## config.mk

```make
export PLATFORM = sky130hd
export DESIGN_NAME = uart_addressed_pin_pulse_controller
export DESIGN_NICKNAME = d
export VERILOG_FILES = /design/src/rtl/core/uapc_pkg.sv /design/src/rtl/core/uapc_cfg_regs.sv /design/src/rtl/core/uapc_rx_core.sv /design/src/rtl/core/uart_addressed_pin_pulse_controller.sv
export SDC_FILE = /design/constraint.sdc
export NUM_CORES = 1
export LEC_CHECK = 0
export BUFFER_PORTS_ARGS = -buffer_cell sky130_fd_sc_hd__buf_4
export CAP_MARGIN = 20
export CORE_ASPECT_RATIO = 1.1
export CORE_MARGIN = 8
export CORE_UTILIZATION = 50
export DETAILED_ROUTE_END_ITERATION = 7
export PLACE_DENSITY = 0.68
export SYNTH_ARGS = -nofsm -noshare
export SYNTH_HDL_FRONTEND = slang
export SYNTH_SLANG_ARGS = --single-unit
```

## constraint.sdc

```tcl
create_clock -name clk -period 3.4 [get_ports clk]
set_input_delay 0.51 -clock clk [delete_from_list [all_inputs] [get_ports clk]]
set_output_delay 0.51 -clock clk [all_outputs]
set_load 0.005 [all_outputs]
```

## src/rtl/core/uapc_pkg.sv

```systemverilog
// Shared types and constants of the addressed pin pulse controller.
`default_nettype none

package uapc_pkg;

	// Configuration port geometry.
	localparam int CFG_IDX_W  = 3;
	localparam int CFG_DATA_W = 20;

	// Register indexes on the configuration port.
	localparam logic [CFG_IDX_W-1:0] CFG_OWN_ADDRESS    = 3'd0;
	localparam logic [CFG_IDX_W-1:0] CFG_HALF_BIT_TICKS = 3'd1;
	localparam logic [CFG_IDX_W-1:0] CFG_BIT_TICKS      = 3'd2;
	localparam logic [CFG_IDX_W-1:0] CFG_BLOCK_TICKS    = 3'd3;
	localparam logic [CFG_IDX_W-1:0] CFG_TENTH_TICKS    = 3'd4;

	// Register values after reset.
	localparam logic [7:0]  RST_OWN_ADDRESS    = 8'd2;
	localparam logic [15:0] RST_HALF_BIT_TICKS = 16'd416;
	localparam logic [15:0] RST_BIT_TICKS      = 16'd833;
	localparam logic [19:0] RST_BLOCK_TICKS    = 20'd30000;
	localparam logic [19:0] RST_TENTH_TICKS    = 20'd100000;

	// Duration byte that keeps a pin on without a timed pulse.
	localparam logic [7:0] DUR_FOREVER = 8'd255;

	// Stream word widths.
	localparam int IN_TDATA_W  = 8;
	localparam int OUT_TDATA_W = 8;

	// Current register settings handed to the receive core.
	typedef struct packed {
		logic [7:0]  own_address;
		logic [15:0] half_bit_ticks;
		logic [15:0] bit_ticks;
		logic [19:0] block_ticks;
		logic [19:0] tenth_ticks;
	} cfg_t;

endpackage

`default_nettype wire

```

## src/rtl/core/uapc_cfg_regs.sv

```systemverilog
// Configuration register file of the addressed pin pulse controller.
`default_nettype none

module uapc_cfg_regs (
	input  wire                            clk,
	input  wire                            arst_n,
	input  wire                            wr_en,
	input  wire [uapc_pkg::CFG_IDX_W-1:0]  wr_index,
	input  wire [uapc_pkg::CFG_DATA_W-1:0] wr_data,
	output uapc_pkg::cfg_t                 cfg
);
	import uapc_pkg::*;

	cfg_t cfg_q;

	// Write one register per word; indexes beyond the list are dropped.
	always_ff @(posedge clk or negedge arst_n) begin
		if (!arst_n) begin
			cfg_q.own_address    <= RST_OWN_ADDRESS;
			cfg_q.half_bit_ticks <= RST_HALF_BIT_TICKS;
			cfg_q.bit_ticks      <= RST_BIT_TICKS;
			cfg_q.block_ticks    <= RST_BLOCK_TICKS;
			cfg_q.tenth_ticks    <= RST_TENTH_TICKS;
		end else if (wr_en) begin
			case (wr_index)
				CFG_OWN_ADDRESS:    cfg_q.own_address    <= wr_data[7:0];
				CFG_HALF_BIT_TICKS: cfg_q.half_bit_ticks <= wr_data[15:0];
				CFG_BIT_TICKS:      cfg_q.bit_ticks      <= wr_data[15:0];
				CFG_BLOCK_TICKS:    cfg_q.block_ticks    <= wr_data;
				CFG_TENTH_TICKS:    cfg_q.tenth_ticks    <= wr_data;
				default: begin
				end
			endcase
		end
	end

	assign cfg = cfg_q;

endmodule

`default_nettype wire

```

## src/rtl/core/uapc_rx_core.sv

```systemverilog
// Serial receiver, message decoder and pin pulse timer, one tick per step.
`default_nettype none

module uapc_rx_core #(
	parameter int PIN_COUNT = 5
) (
	input  wire            clk,
	input  wire            arst_n,
	input  wire            step,
	input  wire            line,
	input  uapc_pkg::cfg_t cfg,
	output logic [4:0]     pin_levels,
	output logic           busy
);
	import uapc_pkg::*;

	// Receiver phase codes; the unused codes fall back to idle.
	localparam logic [2:0] PH_IDLE  = 3'd0;
	localparam logic [2:0] PH_HALF  = 3'd1;
	localparam logic [2:0] PH_BITS  = 3'd2;
	localparam logic [2:0] PH_STOP  = 3'd3;
	localparam logic [2:0] PH_BLOCK = 3'd4;
	localparam logic [2:0] PH_PULSE = 3'd5;

	localparam logic [7:0] PIN_MAX = 8'(PIN_COUNT);

	logic [2:0]           phase_q, phase_d;
	logic                 prev_q;
	logic [19:0]          cnt_q, cnt_d;
	logic [3:0]           bidx_q, bidx_d;
	logic [7:0]           shift_q, shift_d;
	logic [1:0]           pos_q, pos_d;
	logic                 matched_q, matched_d;
	logic [7:0]           pin_num_q, pin_num_d;
	logic [7:0]           tenths_q, tenths_d;
	logic [PIN_COUNT-1:0] pins_q, pins_d;

	logic                 expire;
	logic [19:0]          cnt_dec;
	logic [19:0]          half_load, bit_load, tenth_load;
	logic [1:0]           pos_inc;
	logic [3:0]           bidx_inc;
	logic [7:0]           tenths_dec;
	logic                 pin_ok;
	logic [2:0]           pin_idx;
	logic [PIN_COUNT-1:0] pin_bit;
	logic [6:0]           pin_wide;

	// Countdown and reload values; a zero tick setting acts as one.
	assign expire     = (cnt_q <= 20'd1);
	assign cnt_dec    = expire ? 20'd0 : cnt_q - 20'd1;
	assign half_load  = (cfg.half_bit_ticks == 16'd0) ? 20'd1 : 20'(cfg.half_bit_ticks);
	assign bit_load   = (cfg.bit_ticks == 16'd0) ? 20'd1 : 20'(cfg.bit_ticks);
	assign tenth_load = (cfg.tenth_ticks == 20'd0) ? 20'd1 : cfg.tenth_ticks;
	assign pos_inc    = pos_q + 2'd1;
	assign bidx_inc   = bidx_q + 4'd1;
	assign tenths_dec = tenths_q - 8'd1;

	// Selected pin and its one-hot mask.
	assign pin_ok  = (pin_num_q >= 8'd1) && (pin_num_q <= PIN_MAX);
	assign pin_idx = pin_num_q[2:0] - 3'd1;
	assign pin_bit = PIN_COUNT'(1) << pin_idx;

	// Next state for one tick.
	always_comb begin
		phase_d   = phase_q;
		cnt_d     = cnt_q;
		bidx_d    = bidx_q;
		shift_d   = shift_q;
		pos_d     = pos_q;
		matched_d = matched_q;
		pin_num_d = pin_num_q;
		tenths_d  = tenths_q;
		pins_d    = pins_q;
		case (phase_q)
			PH_HALF: begin
				cnt_d = cnt_dec;
				if (expire) begin
					phase_d = PH_BITS;
					cnt_d   = bit_load;
				end
			end
			PH_BITS: begin
				cnt_d = cnt_dec;
				if (expire) begin
					if (bidx_q < 4'd8) begin
						shift_d[bidx_q[2:0]] = shift_q[bidx_q[2:0]] | line;
					end
					bidx_d = bidx_inc;
					cnt_d  = bit_load;
					if (bidx_inc >= 4'd8) begin
						phase_d = PH_STOP;
					end
				end
			end
			PH_STOP: begin
				cnt_d = cnt_dec;
				if (expire) begin
					// A whole byte is in: address, pin or duration by position.
					phase_d = PH_IDLE;
					pos_d   = pos_inc;
					if (pos_inc == 2'd1) begin
						if (shift_q == cfg.own_address) begin
							matched_d = 1'b1;
						end else begin
							matched_d = 1'b0;
							pos_d     = 2'd0;
							if (cfg.block_ticks != 20'd0) begin
								phase_d = PH_BLOCK;
								cnt_d   = cfg.block_ticks;
							end
						end
					end else if (pos_inc == 2'd2) begin
						if (matched_q) begin
							pin_num_d = shift_q;
						end
					end else begin
						if (matched_q && pin_ok) begin
							if (shift_q == 8'd0) begin
								pins_d = pins_q & ~pin_bit;
							end else begin
								pins_d = pins_q | pin_bit;
								if (shift_q != DUR_FOREVER) begin
									tenths_d = shift_q;
									cnt_d    = tenth_load;
									phase_d  = PH_PULSE;
								end
							end
						end
						pos_d     = 2'd0;
						matched_d = 1'b0;
					end
				end
			end
			PH_BLOCK: begin
				cnt_d = cnt_dec;
				if (expire) begin
					phase_d = PH_IDLE;
				end
			end
			PH_PULSE: begin
				cnt_d = cnt_dec;
				if (expire) begin
					tenths_d = tenths_dec;
					if (tenths_dec == 8'd0) begin
						if (pin_ok) begin
							pins_d = pins_q & ~pin_bit;
						end
						phase_d = PH_IDLE;
					end else begin
						cnt_d = tenth_load;
					end
				end
			end
			default: begin
				// Idle: a falling edge on the line starts a byte.
				phase_d = PH_IDLE;
				if (prev_q && !line) begin
					phase_d = PH_HALF;
					cnt_d   = half_load;
					bidx_d  = 4'd0;
					shift_d = 8'd0;
				end
			end
		endcase
	end

	// State registers; they also hold the result shown on the output.
	always_ff @(posedge clk or negedge arst_n) begin
		if (!arst_n) begin
			phase_q   <= PH_IDLE;
			prev_q    <= 1'b1;
			cnt_q     <= 20'd0;
			bidx_q    <= 4'd0;
			shift_q   <= 8'd0;
			pos_q     <= 2'd0;
			matched_q <= 1'b0;
			pin_num_q <= 8'd0;
			tenths_q  <= 8'd0;
			pins_q    <= '0;
		end else if (step) begin
			phase_q   <= phase_d;
			prev_q    <= line;
			cnt_q     <= cnt_d;
			bidx_q    <= bidx_d;
			shift_q   <= shift_d;
			pos_q     <= pos_d;
			matched_q <= matched_d;
			pin_num_q <= pin_num_d;
			tenths_q  <= tenths_d;
			pins_q    <= pins_d;
		end
	end

	// Only the low five pins are visible.
	assign pin_wide   = 7'(pins_q);
	assign pin_levels = pin_wide[4:0];
	assign busy       = (phase_q != PH_IDLE);

endmodule

`default_nettype wire

```

## src/rtl/core/uart_addressed_pin_pulse_controller.sv

```systemverilog
// Top level of the addressed pin pulse controller with its 8N1 receiver.
// A tick word goes into the input register, then into the core state registers.
// Throughput: one tick word per cycle; the input register and the state register
// form a two-stage pipeline that advances whenever the result word is taken or empty.
// Reset: asynchronous, active low; clears the pipeline, receiver state and pins,
// and loads the register defaults. No clearing pass is needed.
`default_nettype none

module uart_addressed_pin_pulse_controller #(
	parameter int PIN_COUNT = 5
) (
	input  wire                            clk,
	input  wire                            arst_n,
	input  wire                            s_tvalid,
	output logic                           s_tready,
	input  wire [uapc_pkg::IN_TDATA_W-1:0] s_tdata,   // [0] line_level, [7:1] zero
	output logic                           m_tvalid,
	input  wire                            m_tready,
	output logic [uapc_pkg::OUT_TDATA_W-1:0] m_tdata, // [4:0] pin_levels, [5] busy_res, [7:6] zero
	input  wire                            cfg_valid,
	output logic                           cfg_ready,
	input  wire [uapc_pkg::CFG_IDX_W-1:0]  cfg_index,
	input  wire [uapc_pkg::CFG_DATA_W-1:0] cfg_data
);
	import uapc_pkg::*;

	cfg_t       cfg;
	logic       valid_s1;
	logic       line_s1;
	logic       out_valid_q;
	logic       advance;
	logic       step;
	logic [4:0] pin_levels;
	logic       busy;

	// Configuration writes are always taken.
	assign cfg_ready = 1'b1;

	uapc_cfg_regs u_cfg (
		.clk      (clk),
		.arst_n   (arst_n),
		.wr_en    (cfg_valid),
		.wr_index (cfg_index),
		.wr_data  (cfg_data),
		.cfg      (cfg)
	);

	// Pipeline control: the result stage frees up when empty or taken.
	assign advance  = !out_valid_q || m_tready;
	assign step     = valid_s1 && advance;
	assign s_tready = !valid_s1 || advance;

	// Input register for the line sample.
	always_ff @(posedge clk or negedge arst_n) begin
		if (!arst_n) begin
			valid_s1 <= 1'b0;
		end else if (s_tready) begin
			valid_s1 <= s_tvalid;
		end
	end

	always_ff @(posedge clk) begin
		if (s_tready && s_tvalid) begin
			line_s1 <= s_tdata[0];
		end
	end

	// Result word valid flag; the word itself is the core's state.
	always_ff @(posedge clk or negedge arst_n) begin
		if (!arst_n) begin
			out_valid_q <= 1'b0;
		end else if (advance) begin
			out_valid_q <= valid_s1;
		end
	end

	uapc_rx_core #(
		.PIN_COUNT (PIN_COUNT)
	) u_core (
		.clk        (clk),
		.arst_n     (arst_n),
		.step       (step),
		.line       (line_s1),
		.cfg        (cfg),
		.pin_levels (pin_levels),
		.busy       (busy)
	);

	assign m_tvalid = out_valid_q;
	assign m_tdata  = {2'b00, busy, pin_levels};

endmodule

`default_nettype wire

```

==> flow_metrics.tcl <==
set metrics [dict create \
    wire_per_inst_um 20.7 \
    synthFlopType "dfrtp_1" \
    max_stage_delay_ps 790 \
    hpwl_mm 14.3 \
    avgSynthCellArea_um2 10.3 \
    grt_first_pass_wirelength_mm 32.9 \
    setup_violations 0 \
    drive_gt1_frac 0.276 \
    drtIter0Drc 709 \
    cts_inserted_buffers 17 \
    period_minus_slack_ps 2810 \
    multi_input_area_um2 3730 \
    grt_usage 0.213 \
    drc 0 \
    vias_per_cell 6.27 \
    portBuffers 36 \
    fmax_ghz 0.356 \
    die_h_um 145 \
    die_area_um2 19300 \
    crit_chain "or3_1 -> and2_1 -> nor2_1 -> o21ai_1 -> o311ai_0 -> o41ai_1" \
    synthesis.area_um2 7570 \
    gp_routability_congestion 0.921 \
    postCtsHoldBufs 0 \
    postSynth.asyncResetShare 0.993 \
    synthCells 733 \
    io_pins 47 \
    start_util 0.507 \
    postCtsSetupRepairBufs 0 \
    cts_resized 0 \
    finClkSkew_ps 7.02 \
    numClockSinks 143 \
    syn_to_final_growth_pct 14.5 \
    p_total_mw 5.44 \
    hp-class "in2async" \
    rows 47 \
    drtAntennaViolNets 0 \
    antenna_found_initial 0 \
    cp.required_ps 3720 \
    p_per_area_nw_per_um2 628 \
    routed_wl_mm 20.2 \
    cap_violations 0 \
    h-tree-depth 4 \
    status "completed" \
    regArea_um2 3610 \
    grt_max_degree 77 \
    nNetsFinal 808 \
    clock_path_buffers 2 \
    worst_slew_pin_slew_ps 990 \
    critical_path.startpoint_type "flip-flop" \
    synth_cell_types 63 \
    slew-limit-headroom 0.336 \
    rsz0062_at_grt "no" \
    synth_edf_count 1 \
    clk_pin_slew_ps 60 \
    antenna_cells 0 \
    cp_slowest_cell "o21ai_1" \
    drtPass1Iterations 5 \
    core_area_um2 14900 \
    clockRootBuffer "clkbuf_16" \
    vias 6116 \
    tritoncts "done" \
    arrival_ps 3130 \
    tns_ps 0 \
    p_leak_nw 3.60 \
    critPathMaxFanout 17 \
    first_global_vias 6320 \
    endpoint_kind "flip-flop" \
    slew_violations 0 \
    fp.dieW_um 133 \
    irDropWorstVdd_mv 0.436 \
    clk_latency_ps 440 \
    grt_overflow_total 0 \
    ys_warn_count 0 \
    ys_ff_latch 143 \
    n_fill_cell 1272 \
    yosysSeqAreaShare 0.477 \
    hold_viol_final 0 \
    crit_type "reg2reg" \
    finalCritPeriodShare 0.827 \
]
## sequential cells by signal (all words and copies together) (netlist names), 2 cells and up, named ones only
signal and flops:
u_core.phase_q 3, u_core.bidx_q 4, u_core.tenths_q 8, u_core.pos_q 2, u_cfg.cfg 80, u_core.pin_num_q 8
u_core.cnt_q 20, u_core.shift_q 8
## synth_stat cells (5+ instances only)
cell type | number | area [um^2]
a211oi_1 | 6 | 45.0
a21oi_1 | 27 | 135
a221oi_1 | 14 | 123
a22oi_1 | 10 | 75.1
a31oi_1 | 7 | 43.8
and3_1 | 9 | 56.3
buf_2 | 5 | 25.0
buf_4 | 6 | 45.0
clkbuf_1 | 31 | 116
dfrtp_1 | 120 | 3000
dfstp_2 | 22 | 578
ha_1 | 6 | 75.1
inv_1 | 13 | 48.8
mux2_2 | 93 | 1050
mux2i_1 | 6 | 60.1
nand2_1 | 74 | 278
nand2b_1 | 12 | 75.1
nand3_1 | 18 | 90.1
nand4_1 | 8 | 50.1
nor2_1 | 38 | 143
nor3_1 | 14 | 70.1
nor4_1 | 30 | 188
o21ai_0 | 46 | 230
o221ai_1 | 5 | 43.8
o22ai_1 | 7 | 43.8
or3_1 | 7 | 43.8
or4_1 | 5 | 37.5
xnor2_1 | 6 | 52.6
xor2_1 | 14 | 123
## final cells by class
cell class | instances | area share
Multi-Input combinational cell | 536 | 0.431
Clock buffer | 19 | 0.0523
Tap cell | 196 | 0.0283
Inverter | 13 | 0.00563
Timing Repair Buffer | 55 | 0.0481
Sequential cell | 143 | 0.417
Clock inverter | 13 | 0.0183
## worst max-delay path, delay by kind of cell (launching register included)
family / cells / cell delay [ps]
compound gates: 3 / 1220
simple gates: 3 / 840
flops: 1 / 630
## per-stage QoR
stage          utilization  cells  area [um^2]  setup slack, ps  hold slack, ps
2_1_floorplan            -    734         7570              815             214
3_3_place_gp         0.539    943         8060              641             455
3_5_place_dp         0.539    943         8060              610             462
4_1_cts              0.580    975         8670              587             140
5_1_grt              0.580    975         8670              378             176
6_report             0.580    975         8670              589             123
## power breakdown
| part | switching (mW) | leakage [nW] | internal (mW) |
|---|---|---|---|
| registers | 0.362 | 1.75 | 2.06 |
| logic | 0.577 | 1.55 | 0.497 |
| clock network | 0.751 | 0.296 | 1.19 |
## metal layers
layer | GRT usage | share of wire
met5 | 0 | 0
met3 | 0.0442 | 0.054
met1 | 0.246 | 0.41
met4 | 0.121 | 0.039
met2 | 0.359 | 0.50
## placed cells by master (no fill, tap or decap), types with 5 or more instances in the layout
| master | count |
|---|---|
| dfrtp_1 | 120 |
| mux2_2 | 93 |
| nand2_1 | 74 |
| buf_4 | 54 |
| o21ai_0 | 46 |
| nor2_1 | 38 |
| nor4_1 | 30 |
| a21oi_1 | 27 |
| dfstp_2 | 22 |
| nand3_1 | 18 |
| clkbuf_16 | 17 |
| xor2_1 | 14 |
| a221oi_1 | 14 |
| inv_1 | 13 |
| nor3_1 | 13 |
| nand2b_1 | 12 |
| a22oi_1 | 10 |
| and3_1 | 9 |
| nand4_1 | 8 |
| or3_1 | 7 |
| o22ai_1 | 7 |
| a31oi_1 | 7 |
| xnor2_1 | 6 |
| mux2i_1 | 6 |
| a211oi_1 | 6 |
| ha_1 | 6 |
| or4_1 | 5 |
| o221ai_1 | 5 |
## kinds of logic (layout without fill, tap and decap cells)
family / after synthesis / count (layout) / synth area share
AND/OR/NAND/NOR: 245 / 245 / 0.170
other: 2 / 3 / 0.000992
adder cells (fa/ha/maj): 6 / 6 / 0.00992
flip-flops: 143 / 143 / 0.477
buffers and inverters: 55 / 100 / 0.0311
multiplexers: 99 / 99 / 0.146
XOR/XNOR: 20 / 20 / 0.0231
AO/OA/AOI/OAI: 163 / 163 / 0.142
## worst paths after layout
check / cells past startpoint / slack (ps) / startpoint / to
max in group asynchronous: 2 / 2440 / arst_n / u_cfg.cfg[24]$_DFFE_PN1P_
min in group clk: 1 / 250 / s_tdata[0] / line_s1$_DFFE_PP_
hold / removal: 1 / 120 / arst_n / u_cfg.cfg[54]$_DFFE_PN0P_
setup / recovery: 6 / 590 / u_core.phase_q[1]$_DFFE_PN0P_ / u_core.shift_q[6]$_DFFE_PN0P_
hold reg to reg: 2 / 470 / u_core.prev_q$_DFFE_PN1P_ / u_core.prev_q$_DFFE_PN1P_
setup reg to reg: 6 / 590 / u_core.phase_q[1]$_DFFE_PN0P_ / u_core.shift_q[6]$_DFFE_PN0P_
(Power assumes the default switching activity.)
